===== src/rtl/jsu_pkg.sv =====
// Shared types, constants and helper functions for the JSON string unescaper.
// No dependencies; used by every file under rtl/.
package jsu_pkg;

  localparam int unsigned RunDepth = 4;
  localparam int unsigned RunCntW  = 3;

  localparam logic [7:0]  ChrQuote     = 8'h22;
  localparam logic [7:0]  ChrBackslash = 8'h5C;
  localparam logic [7:0]  ChrSlash     = 8'h2F;
  localparam logic [7:0]  ChrU         = 8'h75;
  localparam logic [7:0]  CtrlLimit    = 8'h20;
  localparam logic [15:0] SurrLow      = 16'hD800;
  localparam logic [15:0] SurrHigh     = 16'hDFFF;
  localparam logic [15:0] Utf8Max1     = 16'h007F;
  localparam logic [15:0] Utf8Max2     = 16'h07FF;

  typedef enum logic [3:0] {
    MODE_IDLE = 4'b0001,
    MODE_TEXT = 4'b0010,
    MODE_ESC  = 4'b0100,
    MODE_HEX  = 4'b1000
  } jsu_mode_e;

  typedef enum logic [1:0] {
    ST_DATA  = 2'd0,
    ST_DONE  = 2'd1,
    ST_ERROR = 2'd2
  } jsu_status_e;

  typedef struct packed {
    logic [7:0] in_byte;
    logic       start_of_string;
    logic       end_of_text;
  } jsu_in_t;

  typedef struct packed {
    logic [7:0]  out_byte;
    jsu_status_e status;
    logic        last_of_run;
  } jsu_out_t;

  typedef struct packed {
    jsu_mode_e   mode;
    logic [1:0]  hex_cnt;
    logic [15:0] acc;
  } jsu_state_t;

  typedef struct packed {
    jsu_out_t [RunDepth-1:0] res;
    logic [RunCntW-1:0]      count;
  } jsu_run_t;

  localparam jsu_state_t StateIdle = '{mode: MODE_IDLE, hex_cnt: 2'd0, acc: 16'h0000};

  // bit 4 flags a non-hex byte
  function automatic logic [4:0] hex_value(input logic [7:0] c);
    logic [4:0] r;
    r = 5'h10;
    if (c >= 8'h30 && c <= 8'h39)      r = {1'b0, 4'(c - 8'h30)};
    else if (c >= 8'h61 && c <= 8'h66) r = {1'b0, 4'(c - 8'h57)};
    else if (c >= 8'h41 && c <= 8'h46) r = {1'b0, 4'(c - 8'h37)};
    return r;
  endfunction

  // bit 8 set: not a single-byte escape letter
  function automatic logic [8:0] escape_map(input logic [7:0] c);
    logic [8:0] r;
    case (c)
      8'h22:   r = 9'h022;
      8'h5C:   r = 9'h05C;
      8'h2F:   r = 9'h02F;
      8'h62:   r = 9'h008;
      8'h66:   r = 9'h00C;
      8'h6E:   r = 9'h00A;
      8'h72:   r = 9'h00D;
      8'h74:   r = 9'h009;
      default: r = 9'h100;
    endcase
    return r;
  endfunction

endpackage


===== src/rtl/json_string_unescape_core.sv =====
// Top level of the JSON string unescaper; instantiates jsu_decode, uses jsu_pkg.
// Input register, decode step, run register drained one result per beat.
//
// Takes one byte of a quoted JSON string per input beat and returns its
// unescaped content as UTF-8 result beats, closed by a done or an error beat.
// A byte is taken every cycle as long as each byte gives at most one result
// and the result side does not stall; a byte that gives k results (a \uXXXX
// escape gives up to three, plus an error beat when end_of_text cuts the
// string short) holds the run register until its last result is taken, and
// the next byte stalls behind it, since the run register hands out one
// result per cycle. Result-side stalls hold it further. Bytes that give no
// result (opening quote, backslash, hex digits, idle bytes) still take a
// beat of their own. An input beat reaches its first result through the
// input register, then the run register.
module json_string_unescape_core (
  input  logic              clk_i,
  input  logic              rst_ni,
  input  logic              in_valid_i,
  output logic              in_stall_o,
  input  jsu_pkg::jsu_in_t  in_data_i,
  output logic              out_valid_o,
  input  logic              out_stall_i,
  output jsu_pkg::jsu_out_t out_data_o
);

  logic                               in_valid_q;
  jsu_pkg::jsu_in_t                   in_data_q;
  jsu_pkg::jsu_state_t                state_q, state_d;
  jsu_pkg::jsu_run_t                  run_d;
  jsu_pkg::jsu_out_t [jsu_pkg::RunDepth-1:0] res_q;
  logic [jsu_pkg::RunCntW-1:0]        rem_q;
  logic [1:0]                         rd_q;
  logic                               out_take;
  logic                               run_free;
  logic                               advance;

  assign out_take = out_valid_o && !out_stall_i;
  assign run_free = (rem_q == '0) || (rem_q == jsu_pkg::RunCntW'(1) && !out_stall_i);
  assign advance  = in_valid_q && run_free;
  assign in_stall_o = in_valid_q && !run_free;

  jsu_decode u_decode (
    .in_i    (in_data_q),
    .state_i (state_q),
    .state_o (state_d),
    .run_o   (run_d)
  );

  always_ff @(posedge clk_i or negedge rst_ni) begin
    if (!rst_ni) begin
      in_valid_q <= 1'b0;
      state_q    <= jsu_pkg::StateIdle;
      rem_q      <= '0;
      rd_q       <= 2'd0;
    end else begin
      if (!in_stall_o) begin
        in_valid_q <= in_valid_i;
      end
      if (advance) begin
        state_q <= state_d;
        rem_q   <= run_d.count;
        rd_q    <= 2'd0;
      end else if (out_take) begin
        rem_q <= rem_q - jsu_pkg::RunCntW'(1);
        rd_q  <= rd_q + 2'd1;
      end
    end
  end

  always_ff @(posedge clk_i) begin
    if (!in_stall_o) begin
      in_data_q <= in_data_i;
    end
    if (advance) begin
      res_q <= run_d.res;
    end
  end

  assign out_valid_o = (rem_q != '0);

  always_comb begin
    out_data_o             = res_q[rd_q];
    out_data_o.last_of_run = (rem_q == jsu_pkg::RunCntW'(1));
  end

endmodule


===== src/rtl/jsu_decode.sv =====
// One-byte step of the unescaper: parse state plus input beat in, next state
// and the run of up to four results out. Purely combinational; uses jsu_pkg.
module jsu_decode (
  input  jsu_pkg::jsu_in_t    in_i,
  input  jsu_pkg::jsu_state_t state_i,
  output jsu_pkg::jsu_state_t state_o,
  output jsu_pkg::jsu_run_t   run_o
);

  logic [7:0]          c;
  logic [4:0]          hd;
  logic [8:0]          esc;
  logic [15:0]         acc_n;
  logic [7:0]          data [4];
  logic [1:0]          nd;
  logic                tail_v;
  jsu_pkg::jsu_status_e tail_st;

  always_comb begin
    c       = in_i.in_byte;
    hd      = jsu_pkg::hex_value(c);
    esc     = jsu_pkg::escape_map(c);
    acc_n   = {state_i.acc[11:0], hd[3:0]};
    state_o = state_i;
    data[0] = 8'h00;
    data[1] = 8'h00;
    data[2] = 8'h00;
    data[3] = 8'h00;
    nd      = 2'd0;
    tail_v  = 1'b0;
    tail_st = jsu_pkg::ST_ERROR;

    if (in_i.start_of_string) begin
      state_o = jsu_pkg::StateIdle;
      if (c != jsu_pkg::ChrQuote) begin
        tail_v = 1'b1;
      end else begin
        state_o.mode = jsu_pkg::MODE_TEXT;
      end
    end else begin
      case (state_i.mode)
        jsu_pkg::MODE_TEXT: begin
          if (c == jsu_pkg::ChrQuote) begin
            tail_v  = 1'b1;
            tail_st = jsu_pkg::ST_DONE;
            state_o = jsu_pkg::StateIdle;
          end else if (c < jsu_pkg::CtrlLimit) begin
            tail_v  = 1'b1;
            state_o = jsu_pkg::StateIdle;
          end else if (c == jsu_pkg::ChrBackslash) begin
            state_o.mode = jsu_pkg::MODE_ESC;
          end else begin
            data[0] = c;
            nd      = 2'd1;
          end
        end
        jsu_pkg::MODE_ESC: begin
          if (!esc[8]) begin
            data[0]      = esc[7:0];
            nd           = 2'd1;
            state_o.mode = jsu_pkg::MODE_TEXT;
          end else if (c == jsu_pkg::ChrU) begin
            state_o.mode    = jsu_pkg::MODE_HEX;
            state_o.hex_cnt = 2'd0;
            state_o.acc     = 16'h0000;
          end else begin
            tail_v  = 1'b1;
            state_o = jsu_pkg::StateIdle;
          end
        end
        jsu_pkg::MODE_HEX: begin
          if (hd[4]) begin
            tail_v  = 1'b1;
            state_o = jsu_pkg::StateIdle;
          end else if (state_i.hex_cnt == 2'd3) begin
            if (acc_n >= jsu_pkg::SurrLow && acc_n <= jsu_pkg::SurrHigh) begin
              tail_v  = 1'b1;
              state_o = jsu_pkg::StateIdle;
            end else begin
              if (acc_n <= jsu_pkg::Utf8Max1) begin
                data[0] = acc_n[7:0];
                nd      = 2'd1;
              end else if (acc_n <= jsu_pkg::Utf8Max2) begin
                data[0] = {3'b110, acc_n[10:6]};
                data[1] = {2'b10, acc_n[5:0]};
                nd      = 2'd2;
              end else begin
                data[0] = {4'b1110, acc_n[15:12]};
                data[1] = {2'b10, acc_n[11:6]};
                data[2] = {2'b10, acc_n[5:0]};
                nd      = 2'd3;
              end
              state_o = '{mode: jsu_pkg::MODE_TEXT, hex_cnt: 2'd0, acc: 16'h0000};
            end
          end else begin
            state_o.hex_cnt = state_i.hex_cnt + 2'd1;
            state_o.acc     = acc_n;
          end
        end
        default: ;
      endcase
    end

    // text ran out with the string still open
    if (in_i.end_of_text && state_o.mode != jsu_pkg::MODE_IDLE) begin
      tail_v  = 1'b1;
      tail_st = jsu_pkg::ST_ERROR;
      state_o = jsu_pkg::StateIdle;
    end

    for (int i = 0; i < jsu_pkg::RunDepth; i++) begin
      if (3'(i) < {1'b0, nd}) begin
        run_o.res[i] = '{out_byte: data[i], status: jsu_pkg::ST_DATA, last_of_run: 1'b0};
      end else begin
        run_o.res[i] = '{out_byte: 8'h00, status: tail_st, last_of_run: 1'b0};
      end
    end
    run_o.count = {1'b0, nd} + {2'b00, tail_v};
  end

endmodule


===== config.mk =====
export PLATFORM = sky130hd
export DESIGN_NAME = json_string_unescape_core
export DESIGN_NICKNAME = d
export VERILOG_FILES = /design/src/rtl/jsu_pkg.sv /design/src/rtl/json_string_unescape_core.sv /design/src/rtl/jsu_decode.sv
export SDC_FILE = /design/constraint.sdc
export NUM_CORES = 1
export LEC_CHECK = 0
export ABC_AREA = 1
export BUFFER_PORTS_ARGS = -buffer_cell sky130_fd_sc_hd__buf_2
export CORE_ASPECT_RATIO = 1.1
export CORE_MARGIN = 2
export CORE_UTILIZATION = 56
export DETAILED_ROUTE_END_ITERATION = 12
export PLACE_DENSITY_LB_ADDON = 0.15
export SYNTH_ARGS = -nofsm -noshare
export SYNTH_HDL_FRONTEND = slang
export SYNTH_HIERARCHICAL = 1
export SYNTH_SLANG_ARGS = --single-unit

===== constraint.sdc =====
create_clock -name clk_i -period 2.3 [get_ports clk_i]
set_input_delay 0.46 -clock clk_i [delete_from_list [all_inputs] [get_ports clk_i]]
set_output_delay 0.46 -clock clk_i [all_outputs]
set_load 0.01 [all_outputs]

==> results of run 1 <==
==> state kept, by name (all words and copies together), names as in the netlist <==
signal,cells
res_q,40
state_q,18
in_data_q,10
rem_q,3
rd_q,2
in_valid_q,1
==> power groups by stage <==
| stage | Clock, mW | Sequential, mW | Combinational [mW] |
|---|---|---|---|
| floorplan | 0 | 2.16 | 2.60 |
| global placement | 0 | 2.17 | 3.52 |
| detailed placement | 0 | 2.18 | 3.58 |
| CTS | 1.07 | 2.16 | 3.79 |
| global route | 1.13 | 2.21 | 5.06 |
| finish | 1.05 | 2.16 | 4.71 |
==> final cells by class <==
| cell class | count | area (um^2) | share of cell area, % |
|---|---|---|---|
| multi-input combinational | 399 | 2623 | 42.27 |
| sequential | 74 | 2103 | 33.90 |
| timing repair buffer | 116 | 860.8 | 13.87 |
| inverter | 70 | 279.0 | 4.497 |
| tap | 111 | 138.9 | 2.238 |
| clock buffer | 9 | 123.9 | 1.996 |
| clock inverter | 7 | 76.32 | 1.230 |
==> stage by stage <==
stage | util (%) | hold slack [ns] | TNS (ns)
after floorplan | - | 0.1644 | -0.3689
after global placement | 65.15 | 0.4694 | -0.3974
after detailed placement | 65.15 | 0.4704 | -0.7356
after CTS | 70.25 | 0.1096 | -0.3846
after global routing | 74.18 | 0.1318 | -5.380
final | 74.18 | 0.09652 | -2.207
==> metal layers <==
layer,global-route usage (%),vias to the layer above
li1,-,2053
met1,31.26,2064
met2,48.98,139
met3,5.759,42
met4,12.17,0
met5,0,-
==> worst min-delay path by stage <==
stage,from,slack [ns],to
floorplan,rst_ni,0.16,in_valid_q
global placement,rem_q[1],0.47,rem_q[1]
detailed placement,rem_q[1],0.47,rem_q[1]
CTS,rst_ni,0.11,rem_q[2]
global route,rst_ni,0.13,rem_q[2]
finish,rst_ni,0.1,rem_q[2]
==> critical path: stages, from the launching register on <==
cell      delay (ns)
edfxtp_1        0.49
inv_2           0.15
ha_4            0.17
nand3_4         0.12
inv_4           0.12
nand2_8         0.07
nand3_2         0.09
nand2_1         0.07
inv_2           0.08
nor2_2          0.05
a21oi_2         0.13
nand4_2         0.14
nand2_2         0.11
nand2_2         0.08
ha_4            0.17
ha_4            0.20
inv_2           0.04
nand3_1         0.06
nand3_1         0.08
nand2_1         0.05
==> what timing repair did <==
item | in CTS | in global routing
setup buffers | 18 | 5
setup endpoints to repair | 13 | 46
gates cloned | 0 | 2
pin swaps | 16 | 11
resized for setup | 23 | 47
==> impl_metrics.py, run 1 <==
metrics = {
    "worst_setup_path": {
        "timing.setup.critical_path_class": "flip-flop to flip-flop",
        "r2r_end": "rem_q[1]",
        "crit_path_end": "rem_q[1]",
        "crit_path_start": "in_data_q[2]",
        "worstSetupStartpointType": "flip-flop",
        "worstPathRequired_ns": 2.55,
        "critical_path_arrival_ns": 2.81,
        "reg2reg_depth": 19,
        "r2r_setup_slack_ns": -0.26,
        "worstPathMaxFanout": 6,
        "r2r-start": "in_data_q[2]",
        "critPathCaptureType": "flip-flop",
    },
    "grt": {
        "grt_max_degree": 59,
        "globalRouteTotalUtil_pct": 27.23,
        "grt_pass1_vias": 4107,
        "antenna_found_initial": 0,
        "grt_overflow": 0,
        "grt_pass1_wl_um": 19590,
    },
    "routing": {
        "wl_met2_um": 6619,
        "vias_per_cell": 5.468,
        "m1WireLength_um": 5101,
        "drc_errors": 0,
        "vias": 4298,
        "top_layer": "met4",
        "routed_wl_um": 12800,
        "drtIter0Drc": 339,
        "first_pass_iters": 5,
        "ant_nets": 0,
        "wl_per_cell_um": 16.29,
        "dr_wl_met3_um": 627,
    },
    "hold_path": {
        "holdCritPathClass": "input port to asynchronous set/reset pin",
    },
    "floorplanning": {
        "die_h_um": 101.1,
        "num_rows": 35,
        "core-area_mm2": 0.008364,
        "start_util_pct": 57.37,
        "die_area_mm2": 0.009326,
        "ioPinCount": 27,
        "die_w_um": 92.26,
    },
    "placement": {
        "place_ws_ns": -0.2467,
        "gp_congestion": 0.9690,
        "dp_hpwl_um": 8365,
        "numPortBuffers": 26,
        "post_dp_cell_area_mm2": 0.005449,
        "dp_cells": 746,
    },
    "timing": {
        "worstMarginPinSlew_ns": 0.5811,
        "slew_headroom_pct": 61.26,
        "finClkSkew_ns": 0.01591,
        "fin_crit_sh_pct": 111.1,
        "final_max_slew_viol_count": 0,
        "hold_violations": 0,
        "grt_setup_unrepaired": "yes",
        "max_freq_ghz": 0.3912,
        "timing.final.crit_period_ns": 2.556,
        "setup_viol": 25,
        "postLayoutSetupSlackWorst_ns": -0.2561,
    },
    "flow_run": {
        "timing.max_cap.violations": 0,
    },
    "power": {
        "combPwrFrac_pct": 59.4,
        "ir_drop_mv": 0.9818,
        "pwr-share-seq_pct": 27.3,
        "total_power_mw": 7.922,
        "power.switching_mw": 3.656,
        "switching_share_pct": 46.15,
        "intPower_mw": 4.266,
        "clkPwrFrac_pct": 13.3,
        "p_per_area_mw_per_mm2": 1277,
        "p_leak_nw": 2.830,
    },
    "clocking": {
        "cts_max_level": 3,
        "insertion_delay_ns": 0.36,
        "ctsRootBufferMaster": "clkbuf_8",
        "cts_hold_buf": 0,
        "clock-sinks": 74,
        "cts_tree": "yes",
        "cts_made_buffers": 9,
        "path_clk_slew_ns": 0.09,
        "cts_max_path_buffers": 2,
    },
    "synthesis": {
        "avgSynthCellArea_um2": 8.508,
        "synth.cell_area_mm2": 0.004798,
        "synth_warnings": 6,
        "syn_inst": 564,
    },
    "layout": {
        "post-route-cell-area_mm2": 0.006205,
        "area_delta_synth_final_pct": 29.31,
        "stdcell_count": 786,
        "diodes": 0,
        "drive_gt1_share_pct": 39.41,
        "final_cell_mix": "101 x nand2_1, 85 x buf_4, 58 x nor2_1, 50 x edfxtp_1, 47 x inv_1",
        "final_common_cell": "nand2_1",
        "n_fill_cell": 617,
        "nets": 694,
    },
    "outcome": {
        "violations": "setup timing",
        "status": "finished with violations",
    },
}
(Power assumes the default switching activity.)
==> inputs of run 2 (changes only) <==
- CORE_UTILIZATION: 56 -> 55
- SYNTH_HIERARCHICAL: 1 -> unset
==> run 2 against run 1 <==
Effect of this change:
- the run still ends with setup timing left
- register-to-register slack improved by 0.12 ns
- clock skew increased by 0.0014 ns
- via count decreased by 12%
- design area decreased by 18%
==> impl_metrics.py, run 2 <==
metrics = {
    "grt": {
        "met1_usage_pct": 34.48,
        "grt_pass1_vias": 3592,
        "use_met2_pct": 47.92,
        "use_met3_pct": 6.000,
        "antenna_found_initial": 0,
        "grt-busiest-layer": "met2",
        "grt_overflow": 0,
        "grt_pass1_wl_um": 17030,
        "globalRouteTotalUtil_pct": 28.35,
        "grt_max_degree": 52,
    },
    "timing": {
        "postLayoutSetupSlackWorst_ns": -0.1354,
        "fin_setup_tns_ns": -1.403,
        "grt_setup_unrepaired": "yes",
        "timing.final.crit_period_ns": 2.435,
        "max_freq_ghz": 0.4106,
        "fin_crit_sh_pct": 105.9,
        "slew_headroom_pct": 59.14,
        "worstMarginPinSlew_ns": 0.6129,
        "setup_viol": 18,
        "finClkSkew_ns": 0.01729,
        "final_max_slew_viol_count": 0,
        "hold_violations": 0,
    },
    "clocking": {
        "cts_made_buffers": 9,
        "insertion_delay_ns": 0.37,
        "cts_tree": "yes",
        "path_clk_slew_ns": 0.09,
        "ctsRootBufferMaster": "clkbuf_8",
        "cts_max_path_buffers": 2,
        "clock-sinks": 64,
        "cts_max_level": 3,
    },
    "synthesis": {
        "synthTopCellsByArea": "edfxtp_1 32%, dfrtp_1 15%, nand2_1 8.9%",
        "synth_warnings": 0,
        "synth.top_cell.area_share_pct": 31.51,
        "synth_commonest_cells": "90 x nand2_1, 58 x nor2_1, 50 x inv_1",
        "synthFlopType": "edfxtp_1",
        "yosys.area.top_type": "edfxtp_1",
        "synth-compound-area-share_pct": 10.31,
        "synth_top_family_by_area": "simple AND/OR/NAND/NOR gates",
        "ys_types": 41,
        "synth-edff-count": 40,
        "synth_mux_area_share_pct": 0,
        "synthSimpleGateAreaFrac_pct": 30.69,
        "synth_fa_ha_area_share_pct": 3.282,
        "yosysSeqAreaShare_pct": 47.29,
        "synth.cell_area_mm2": 0.003812,
        "syn_inst": 464,
        "synth_xor_area_share_pct": 0.6892,
        "ys_seq_elements": 64,
        "synthArstFlopShare_pct": 37.50,
        "synthesis.nets": 488,
        "yosysMostFrequentCell": "nand2_1",
        "avgSynthCellArea_um2": 8.216,
    },
    "layout": {
        "reg_top3": "res_q (30), state_q (18), in_data_q (10)",
        "largest-register": "res_q",
        "area_delta_synth_final_pct": 33.77,
        "seq_area_mm2": 0.001803,
        "final_cell_mix": "79 x nand2_1, 65 x buf_4, 49 x nor2_1, 48 x inv_1, 40 x edfxtp_1",
        "stdcell_count": 650,
        "final_common_cell": "nand2_1",
        "largest_reg_flops": 30,
        "multi_input_area_mm2": 0.002008,
        "nets": 587,
        "drive_gt1_share_pct": 36.27,
        "diodes": 0,
        "n_fill_cell": 456,
    },
    "floorplanning": {
        "core-area_mm2": 0.006633,
        "die_h_um": 91.32,
        "ioPinCount": 27,
        "num_rows": 31,
        "start_util_pct": 57.48,
        "die_area_mm2": 0.007614,
        "die_w_um": 83.38,
    },
    "power": {
        "p_per_area_mw_per_mm2": 1118,
        "ir_drop_mv": 0.7725,
        "p_leak_nw": 2.244,
    },
    "routing": {
        "first_pass_iters": 7,
        "wl_per_cell_um": 16.45,
        "drtIter0Drc": 383,
        "ant_nets": 0,
        "drc_errors": 0,
        "vias_per_cell": 5.791,
        "routed_wl_um": 10700,
        "vias": 3764,
    },
    "worst_setup_path": {
        "worstSetupStartpointType": "flip-flop",
        "critPathCaptureType": "flip-flop",
        "worstPathRequired_ns": 2.54,
        "critical_path_arrival_ns": 2.68,
        "timing.setup.critical_path_class": "flip-flop to flip-flop",
        "worstPathMaxFanout": 4,
    },
    "flow_run": {
        "timing.max_cap.violations": 0,
    },
    "placement": {
        "dp_cells": 617,
        "dp_hpwl_um": 7257,
        "numPortBuffers": 26,
        "gp_congestion": 0.9814,
    },
    "hold_path": {
        "holdCritPathClass": "input port to asynchronous set/reset pin",
    },
    "outcome": {
        "status": "finished with violations",
        "violations": "setup timing",
    },
}
run 2: final timing paths:
kind / slack [ns] / startpoint / end / cells after the start
worst max-delay path: -0.14 / in_data_q[3] / rem_q[1] / 15
worst min-delay path: 0.1 / rst_ni / state_q[3] / 1
worst max register to register: -0.14 / in_data_q[3] / rem_q[1] / 15
worst min register to register: 0.49 / state_q[17] / state_q[17] / 2
max in group asynchronous: 1.79 / rst_ni / state_q[9] / 1
min in group clk_i: 0.26 / in_data_i[5] / in_data_q[5] / 1
run 2: cell families after synthesis:
kind of cell,after synthesis
xor gates and xnor gates,3
DFF,64
buffers and inverters,72
and+or+nand+nor,246
adders and majority gates,10
AOI/OAI and AO/OA,69
run 2: cell type report:
| cell class | instances | share of cell area [%] |
|---|---|---|
| clock buffer | 9 | 2.429 |
| clock inverter | 7 | 1.865 |
| inverter | 62 | 4.612 |
| multi-input combinational | 328 | 39.38 |
| sequential | 64 | 35.35 |
| tap | 82 | 2.012 |
| timing repair buffer | 98 | 14.35 |
run 2: power breakdown:
group | total, mW | internal, mW | switching (mW)
combinational | 2.72 | 1.01 | 1.71
clock | 1.09 | 0.611 | 0.482
sequential | 1.89 | 1.68 | 0.212
run 2: layer usage:
| metal | part of all wire (%) | routed length (um) | up-vias |
|---|---|---|---|
| met5 | 0 | 0 | - |
| met4 | 3.7 | 395 | 0 |
| met3 | 6.4 | 683 | 38 |
| met2 | 50 | 5350 | 180 |
| met1 | 40 | 4266 | 1779 |
| li1 | - | - | 1767 |
run 2: critical path, stage by stage, from the launching register on:
cell      delay, ns
edfxtp_1       0.49
inv_2          0.16
ha_4           0.20
nand3_1        0.11
a21oi_2        0.21
nor2_4         0.08
nand3_2        0.09
nand2_2        0.06
a21oi_2        0.13
nand3_2        0.10
nand2_4        0.08
nand3_4        0.07
ha_4           0.17
ha_4           0.20
o21ai_2        0.11
o21ai_1        0.07
run 2: per-stage QoR:
step                power [mW]  hold slack (ns)  util, %  setup WS [ns]  cell area (um^2)
floorplan                3.352           0.1644        -        -0.1891              3900
global placement         4.124           0.4662    68.35        -0.1693              4533
CTS                      5.469           0.1195    73.87        -0.1152              4900
finish                   5.702          0.09834    76.89        -0.1354              5100
detailed placement       4.198           0.4844    68.35        -0.2179              4533
global route             6.048           0.1423    76.89        -0.2774              5100
run 2: what timing repair did:
item / CTS / global route
hold buffers: 0 / 0
endpoints found under the setup margin: 22 / 47
buffers inserted: 7 / 10
pin swaps: 13 / 15
resized for setup: 22 / 33
==> inputs of run 3 (changes only) <==
- REMOVE_ABC_BUFFERS: unset -> 1
==> run 3 against run 2 <==
Effect of this change:
- the run still ends with setup timing left
- worst setup slack got worse by 0.040 ns
- combinational power up 19%
- sequential share of layout area fell by 2.2 points
- final cell count grew 4.0%
- critical path depth rose by 3
- via count grew 3.5%
- fmax decreased by 1.6%
- flip-flop and latch count is the same
- first-iteration DRC count is 21% higher
- global-route usage increased by 1.9 points
- highest routed layer unchanged
==> impl_metrics.py, run 3 (synthesis results as in run 2) <==
metrics = {
    "power": {
        "total_power_mw": 6.359,
        "p_per_area_mw_per_mm2": 1169,
        "intPower_mw": 3.753,
        "clkPwrFrac_pct": 19.4,
        "ir_drop_mv": 0.8913,
        "pwr-share-seq_pct": 29.8,
        "power.switching_mw": 2.606,
        "p_leak_nw": 2.429,
        "combPwrFrac_pct": 50.8,
        "switching_share_pct": 40.98,
    },
    "clocking": {
        "cts_max_level": 3,
        "ctsRootBufferMaster": "clkbuf_8",
        "path_clk_slew_ns": 0.08,
        "insertion_delay_ns": 0.36,
        "cts_hold_buf": 0,
        "cts_tree": "yes",
        "cts_max_path_buffers": 2,
        "clock-sinks": 64,
        "cts_made_buffers": 9,
    },
    "timing": {
        "timing.final.crit_period_ns": 2.476,
        "worstMarginPinSlew_ns": 0.6287,
        "whs_ns": 0.1143,
        "postLayoutSetupSlackWorst_ns": -0.1759,
        "finClkSkew_ns": 0.01123,
        "setup_viol": 23,
        "hold_violations": 0,
        "fin_crit_sh_pct": 107.6,
        "grt_setup_unrepaired": "yes",
        "slew_headroom_pct": 58.09,
        "final_max_slew_viol_count": 0,
        "max_freq_ghz": 0.4039,
    },
    "layout": {
        "diodes": 0,
        "largest_reg_flops": 30,
        "largest-register": "res_q",
        "final_cell_mix": "82 x buf_4, 68 x nand2_1, 45 x nor2_1, 44 x inv_1, 40 x edfxtp_1",
        "area_delta_synth_final_pct": 42.63,
        "reg_top3": "res_q (30), state_q (18), in_data_q (10)",
        "nets": 613,
        "final_common_cell": "buf_4",
        "drive_gt1_share_pct": 42.59,
    },
    "floorplanning": {
        "die_area_mm2": 0.007614,
        "core-area_mm2": 0.006633,
        "ioPinCount": 27,
        "num_rows": 31,
        "die_h_um": 91.32,
        "start_util_pct": 57.48,
        "die_w_um": 83.38,
    },
    "worst_setup_path": {
        "timing.setup.critical_path_class": "flip-flop to flip-flop",
        "critical_path_arrival_ns": 2.71,
        "worstSetupStartpointType": "flip-flop",
        "critPathCaptureType": "flip-flop",
        "worstPathRequired_ns": 2.54,
        "worstPathMaxFanout": 5,
    },
    "routing": {
        "first_pass_iters": 6,
        "vias_per_cell": 5.765,
        "drtIter0Drc": 462,
        "ant_nets": 0,
        "routed_wl_um": 11320,
        "drc_errors": 0,
        "wl_per_cell_um": 16.74,
        "vias": 3897,
    },
    "outcome": {
        "violations": "setup timing",
        "status": "finished with violations",
    },
    "hold_path": {
        "holdCritPathClass": "input port to asynchronous set/reset pin",
    },
    "grt": {
        "grt_overflow": 0,
        "globalRouteTotalUtil_pct": 30.23,
        "grt_pass1_wl_um": 18040,
        "grt_pass1_vias": 3736,
        "grt_max_degree": 48,
        "antenna_found_initial": 0,
    },
    "flow_run": {
        "timing.max_cap.violations": 0,
    },
    "placement": {
        "gp_congestion": 0.9403,
        "numPortBuffers": 26,
        "place_ws_ns": -0.2929,
        "dp_hpwl_um": 7318,
    },
}
-- run 3: cell count changes in the layout (fill, tap and decap cells not counted), sizes merged --
| cell | change |
|---|---|
| clkinv | -3 |
| buf | +25 |
| clkbuf | +1 |
| bufinv | +1 |
| nand2 | +1 |
| clkinvlp | +1 |
-- run 3: layout make-up --
cell class	instances	area, um^2
clock inverters	6	115.1
clock buffers	10	137.6
well taps	82	102.6
flip-flops and latches	64	1803
inverters	62	246.5
fillers	378	1195
multi-input cells	329	2088
repair buffers	123	944.7
-- run 3: through the flow --
stage / utilization [%] / setup TNS [ns] / cell area, um^2 / std cells
2_1_floorplan: - / -67.07 / 3750 / 454
3_3_place_gp: 68.38 / -1.557 / 4536 / 633
3_5_place_dp: 68.38 / -3.660 / 4536 / 633
4_1_cts: 76.99 / -0.1193 / 5106 / 666
5_1_grt: 81.98 / -5.253 / 5438 / 676
6_report: 81.98 / -1.923 / 5438 / 676
-- run 3: power groups by stage --
stage | registers, mW | logic (mW) | clock network (mW)
2_1_floorplan | 1.88 | 1.33 | 0
3_3_place_gp | 1.88 | 2.35 | 0
3_5_place_dp | 1.90 | 2.41 | 0
4_1_cts | 1.89 | 2.73 | 1.24
5_1_grt | 1.94 | 3.48 | 1.28
6_report | 1.90 | 3.23 | 1.23
-- run 3: routing by layer --
layer	vias to the layer above	track usage (%)	part of all wire [%]
li1	1816	-	-
met1	1848	36.73	40
met2	188	53.16	50
met3	45	5.636	5.7
met4	0	11.61	4.0
met5	-	0	0
-- run 3: critical path: stages, from the launching register on --
cell	delay, ns
edfxtp_1	0.45
buf_6	0.16
ha_4	0.17
nand3_4	0.08
inv_4	0.05
nand2_4	0.09
nand2_4	0.06
nor2_4	0.14
nand2_2	0.08
nand2_2	0.06
nand4_1	0.09
nand2_1	0.12
nand3_2	0.10
nand2_4	0.08
nand3_4	0.07
ha_4	0.17
ha_4	0.20
o21ai_1	0.11
o21ai_1	0.07
-- run 3: path summary, 6_finish.rpt --
| check | endpoint | depth (start not counted) | slack, ns | from |
|---|---|---|---|---|
| worst max-delay path | rem_q[1] | 18 | -0.18 | in_data_q[3] |
| worst min-delay path | rem_q[2] | 1 | 0.11 | rst_ni |
| worst max register to register | rem_q[1] | 18 | -0.18 | in_data_q[3] |
| worst min register to register | state_q[6] | 2 | 0.50 | state_q[6] |
| max in group asynchronous | rem_q[0] | 1 | 1.77 | rst_ni |
| min in group clk_i | in_data_q[2] | 1 | 0.27 | in_data_i[2] |
-- run 3: what timing repair did --
item                       in CTS  in global routing
resized for setup              47                 70
buffers inserted               16                 12
gates cloned                    1                  0
setup endpoints to repair      37                 48
pin swaps                      17                 25
